[src/tagf_pkg.sv]
// ----------------------------------------------------------------------------
// tagf_pkg
// shared beat types and pipeline constants for the triangle area gradient unit
// ----------------------------------------------------------------------------
package tagf_pkg;

	typedef struct packed {
		logic signed [31:0] a_x;
		logic signed [31:0] a_y;
		logic signed [31:0] a_z;
		logic signed [31:0] b_x;
		logic signed [31:0] b_y;
		logic signed [31:0] b_z;
		logic signed [31:0] c_x;
		logic signed [31:0] c_y;
		logic signed [31:0] c_z;
	} in_beat_t;

	typedef struct packed {
		logic signed [31:0] fa_x;
		logic signed [31:0] fa_y;
		logic signed [31:0] fa_z;
		logic signed [31:0] fb_x;
		logic signed [31:0] fb_y;
		logic signed [31:0] fb_z;
		logic signed [31:0] fc_x;
		logic signed [31:0] fc_y;
		logic signed [31:0] fc_z;
		logic               degenerate;
	} out_beat_t;

	typedef logic signed [32:0] edge_t;
	typedef logic signed [30:0] nrm_t;

	localparam int FRONT_STAGES = 7;
	localparam int SQRT_STAGES  = 31;
	localparam int DIV_STAGES   = 31;
	localparam int BACK_STAGES  = 5;
	localparam int LATENCY      = FRONT_STAGES + SQRT_STAGES + DIV_STAGES + 1 + BACK_STAGES;

	localparam logic [29:0]        NRM_MAX  = 30'h2000_0000;
	localparam logic signed [31:0] FS_RESET = 32'sh0001_0000;

endpackage

[src/tagf_isqrt.sv]
// ----------------------------------------------------------------------------
// tagf_isqrt
// pipelined floor square root, one result bit per stage
// ----------------------------------------------------------------------------
module tagf_isqrt (
	input  logic        clk,
	input  logic        arst_n,
	input  logic        vld,
	input  logic [61:0] op,
	output logic        out_vld,
	output logic [30:0] root
);

	localparam int N = tagf_pkg::SQRT_STAGES;

	logic        vld_s [N];
	logic [61:0] op_s  [N];
	logic [34:0] rem_s [N];
	logic [30:0] res_s [N];

	for (genvar i = 0; i < N; i++) begin : g_st
		localparam int K = N - 1 - i;
		logic        vld_i;
		logic [61:0] op_i;
		logic [34:0] rem_i, rem2, trial;
		logic [30:0] res_i;
		logic        ge;

		if (i == 0) begin : g_first
			assign vld_i = vld;
			assign op_i  = op;
			assign rem_i = '0;
			assign res_i = '0;
		end else begin : g_next
			assign vld_i = vld_s[i - 1];
			assign op_i  = op_s[i - 1];
			assign rem_i = rem_s[i - 1];
			assign res_i = res_s[i - 1];
		end

		assign rem2  = {rem_i[32:0], op_i[2 * K + 1 -: 2]};
		assign trial = {2'b00, res_i, 2'b01};
		assign ge    = (rem2 >= trial);

		always_ff @(posedge clk or negedge arst_n) begin
			if (!arst_n) begin
				vld_s[i] <= 1'b0;
			end else begin
				vld_s[i] <= vld_i;
			end
		end

		always_ff @(posedge clk) begin
			op_s[i]  <= op_i;
			rem_s[i] <= ge ? rem2 - trial : rem2;
			res_s[i] <= {res_i[29:0], ge};
		end
	end

	assign out_vld = vld_s[N - 1];
	assign root    = res_s[N - 1];

endmodule

[config.mk]
export PLATFORM = sky130hd
export DESIGN_NAME = tagf_isqrt
export DESIGN_NICKNAME = d
export VERILOG_FILES = /design/src/tagf_pkg.sv /design/src/tagf_isqrt.sv
export SDC_FILE = /design/constraint.sdc
export NUM_CORES = 2
export LEC_CHECK = 0
export CAP_MARGIN = 10
export CORE_ASPECT_RATIO = 2
export CORE_MARGIN = 5
export CORE_UTILIZATION = 35
export CTS_BUF_LIST = sky130_fd_sc_hd__clkbuf_2
export DETAILED_ROUTE_END_ITERATION = 7
export DONT_BUFFER_PORTS = 1
export GPL_TIMING_DRIVEN = 0
export HOLD_SLACK_MARGIN = 0.12
export PLACE_DENSITY_LB_ADDON = 0.15
export SETUP_SLACK_MARGIN = 0.02
export SYNTH_ARGS = -nofsm -noshare
export SYNTH_HDL_FRONTEND = slang
export SYNTH_SLANG_ARGS = --single-unit
[constraint.sdc]
create_clock -name clk -period 3.3 [get_ports clk]
set_input_delay 0.165 -clock clk [delete_from_list [all_inputs] [get_ports clk]]
set_output_delay 0.165 -clock clk [all_outputs]
set_load 0.03 [all_outputs]
==> impl_metrics.csv <==
group,metric,value,unit
critical_path,critPathKind,"reg -> reg",
floorplanning,core_area,0.249,mm^2
drt,viasPerCell,4.82,
hold_path,holdPathStages,0,
drt,num_vias,63900,
finish,drive_gt1_frac,0.185,
critical_path,cp.depth,12,
floorplanning,die_h,717,um
critical_path,endpoint_kind,"flip-flop",
sta,worst_pin_slew,0.894,ns
synth,yosysUniqueCellTypes,91,
global_route,antenna_found_initial,13,
hold_path,hold_class,"reg -> reg",
floorplanning,die_area,0.260,mm^2
hold_path,hold-path-endpoint,"res_s[1][66]",
floorplanning,die_w,363,um
global_route,grt_max_degree,32,
sta,final.min_clock_period,3.40,ns
critical_path,arrival,4.89,ns
outcome,outcome,"complete, but fails checks",
critical_path,worstRegToRegCells,12,
critical_path,timing.rr.end,"rem_s[1][170]",
sta,tns,-0.749,ns
floorplanning,io_pins,97,
clock_tree,cts.clk_slew.worst_paths,0.15,ns
floorplanning,start_util,0.351,
critical_path,critical_path.slowest_cell,"a2111o_1",
drt,drtIter0Drc,2172,
clock_tree,clock_latency,1.65,ns
synth,syn_inst,8576,
sta,setup_viol,20,
clock_tree,cts_tree,"built",
global_route,gr-total-overflow,0,
synth,ys.flop_type,"dfxtp_1",
synth,synth.avg_cell_area,10.2,um^2
synth,synth_edf_count,0,
critical_path,worst_setup_path_start_kind,"flip-flop",
synth,synth_area_leader_cell,"dfxtp_1",
clock_tree,htree_levels,6,
placement,portBuffers,0,
critical_path,crit_buf_inv,1,
finish,final_cell_mix,"dfxtp_1 (2,300), clkbuf_2 (770), inv_1 (665), nor2_1 (552), nand2_1 (515)",
synth,synth_nets,9169,
synth,synth_top_area_frac,0.542,
critical_path,critical_path.top_delay_family,"compound AO/OA/AOI/OAI gates",
finish,final_common_cell,"dfxtp_1",
sta,period_share,1.03,
critical_path,crit_path_cell_trace,"clkinvlp_4 > ha_4 > nor2b_4 > o21ai_2 > a21oi_2 > o31a_1 > o21bai_2 > a311o_1 > nand2_2 > a2111o_1 > nor4_2 > xor2_1",
outcome,violations,"setup timing",
sta,grt_setup_unrepaired,"true",
synth,yosysWarnings,0,
sta,maxSlewHeadroom,0.399,
clock_tree,numCtsBuffers,552,
critical_path,worstPathRequired,4.80,ns
critical_path,r2r_start,"res_s[1][93]",
power,leakage,49.1,nW
global_route,first_global_vias,68800,
synth,synthTopCellsByArea,"dfxtp_1 (54%), ha_1 (7.6%), xnor2_1 (4.2%)",
synth,syn_area,0.0874,mm^2
drt,dr.pass1.iters,5,
power,p_per_area,677,mW/mm^2
floorplanning,row_count,259,
power,ir_worst_vdd,0.417,mV
critical_path,max_stage_delay,0.53,ns
drt,antenna_left,0,
synth,synth-seq-cells,2398,
synth,async_reset_ff_frac,0.0129,
finish,final_nets,10200,
global_route,grt_use_total,0.190,
sta,fmax,0.294,GHz
run,max-cap-violations,0,
finish,area_growth_syn_to_layout,20.5,%
placement,place_ws,-3.10,ns
critical_path,reg2reg_slack,-0.1,ns
clock_tree,cts_num_sinks,2398,
synth,seq_area_frac_synth,0.551,
clock_tree,cts_buffer_depth,4,
critical_path,critical_path.startpoint,"res_s[1][93]",
hold_path,hp-start,"res_s[1][34]",
finish,fillers,24300,
sta,hold_viol_final,0,
drt,post_drt_wl_per_cell,19.2,um
drt,drc_errors,0,
global_route,grt_pass1_wl,378,mm
critical_path,crit_fanout,4,
sta,finalWorstSetupSlack,-0.0966,ns
sta,slew_viol_final,0,
placement,routabilityCongestion,1.00,
sta,finClkSkew,0.146,ns
placement,hpwl,193,mm
drt,wirelength,254,mm
clock_tree,cts_root_buf,"clkbuf_2",
[synth_stat cells, drive strengths merged (26+ instances only)]
cell       n
clkbuf   149
ha       528
nor4     111
and2      39
o211ai    26
inv      678
or3       92
nor2     586
a21oi    548
dfrtp     31
nand3b    27
nor3     214
a211oi    44
nor2b     97
and3      58
xor2     338
nand4    100
a21o     229
xnor2    424
o31ai     43
mux2      88
nand2    537
o21a      99
or4       64
a31oi     55
dfxtp   2367
or2       39
nand3    138
o21ai    376
o21bai    44
nand2b   104
[cells by family (layout without fill, tap and decap cells)]
kind of cell             count (synthesis)  in the layout  share of synthesized area
flip-flops                            2398           2398                      0.551
AND/OR/NAND/NOR                       2281           2282                      0.130
AO/OA/AOI/OAI                         1656           1657                      0.118
buffers and inverters                  851           2222                     0.0367
XOR/XNOR                               762            762                     0.0764
adder cells (fa/ha/maj)                528            528                     0.0756
multiplexers                            99             99                     0.0126
other                                    1             27                  0.0000429
[per-stage QoR]
| step | utilization | hold WS (ns) | total power, mW | cell area, um^2 | instances |
|---|---|---|---|---|---|
| final | 0.423 | 0.257 | 71.3 | 105000 | 13200 |
| after global routing | 0.423 | 0.224 | 75.8 | 105000 | 13200 |
| after CTS | 0.414 | 0.243 | 71.7 | 103000 | 13100 |
| after detailed placement | 0.368 | -0.130 | 50.6 | 91500 | 11800 |
| after global placement | 0.368 | -0.130 | 50.5 | 91500 | 11800 |
| after floorplan | - | -0.131 | 45.9 | 87400 | 8576 |
[how the worst max path moves through the flow]
stage                                to  slack [ns]
after floorplan           rem_s[1][428]        0.09
after global placement    rem_s[1][480]       -3.20
after detailed placement  rem_s[1][480]       -3.10
after CTS                 rem_s[1][170]       -0.05
after global routing      rem_s[0][308]       -0.16
final                     rem_s[1][170]        -0.1
[layer usage]
metal  routed length (um)  vias up  GRT usage
li1                     -    31600          -
met1                68600    29700      0.131
met3                 7880      961     0.0295
met5                   47        -          0
met2               150000     1555      0.409
met4                26800        8      0.169
[area by class of cell]
cell class / instances / area, um^2 / share of cell area
tap: 3262 / 4080 / 0.0388
sequential: 2398 / 48300 / 0.458
buffer: 147 / 1180 / 0.0112
antenna: 26 / 65.1 / 0.000618
timing repair buffer: 460 / 4330 / 0.0411
clock inverter: 186 / 1360 / 0.0129
inverter: 680 / 2570 / 0.0244
multi-input combinational: 5329 / 39700 / 0.377
clock buffer: 749 / 3750 / 0.0356
[state kept, by name, summed over array words and instances, names as in the netlist]
signal      cells
rem_s         941
g_st.vld_i     30
op_s          930
out_vld         1
res_s         496
[repair_timing]
action / in CTS / in global routing
gates resized for setup: 709 / 361
hold buffers: 259 / 0
gates cloned: 1 / 5
endpoints found under the setup margin: 798 / 532
pin swaps: 113 / 135
buffers inserted: 118 / 79
hold endpoints to repair: 95 / 0
[report_power, final]
group	internal (mW)	switching (mW)
Sequential	33.6	3.97
Combinational	6.50	7.85
Clock	7.82	11.5
Total	47.9	23.3
[worst register-to-register path: cells and delay by family (launching register included)]
kind | cells | cell delay, ns
AO/OA/AOI/OAI | 6 | 1.59
AND/OR/NAND/NOR | 3 | 0.56
flip-flops | 1 | 0.36
adder cells (fa/ha/maj) | 1 | 0.35
buffers and inverters | 1 | 0.30
XOR/XNOR | 1 | 0.16
Note: power is estimated with default switching activity, not from simulation.
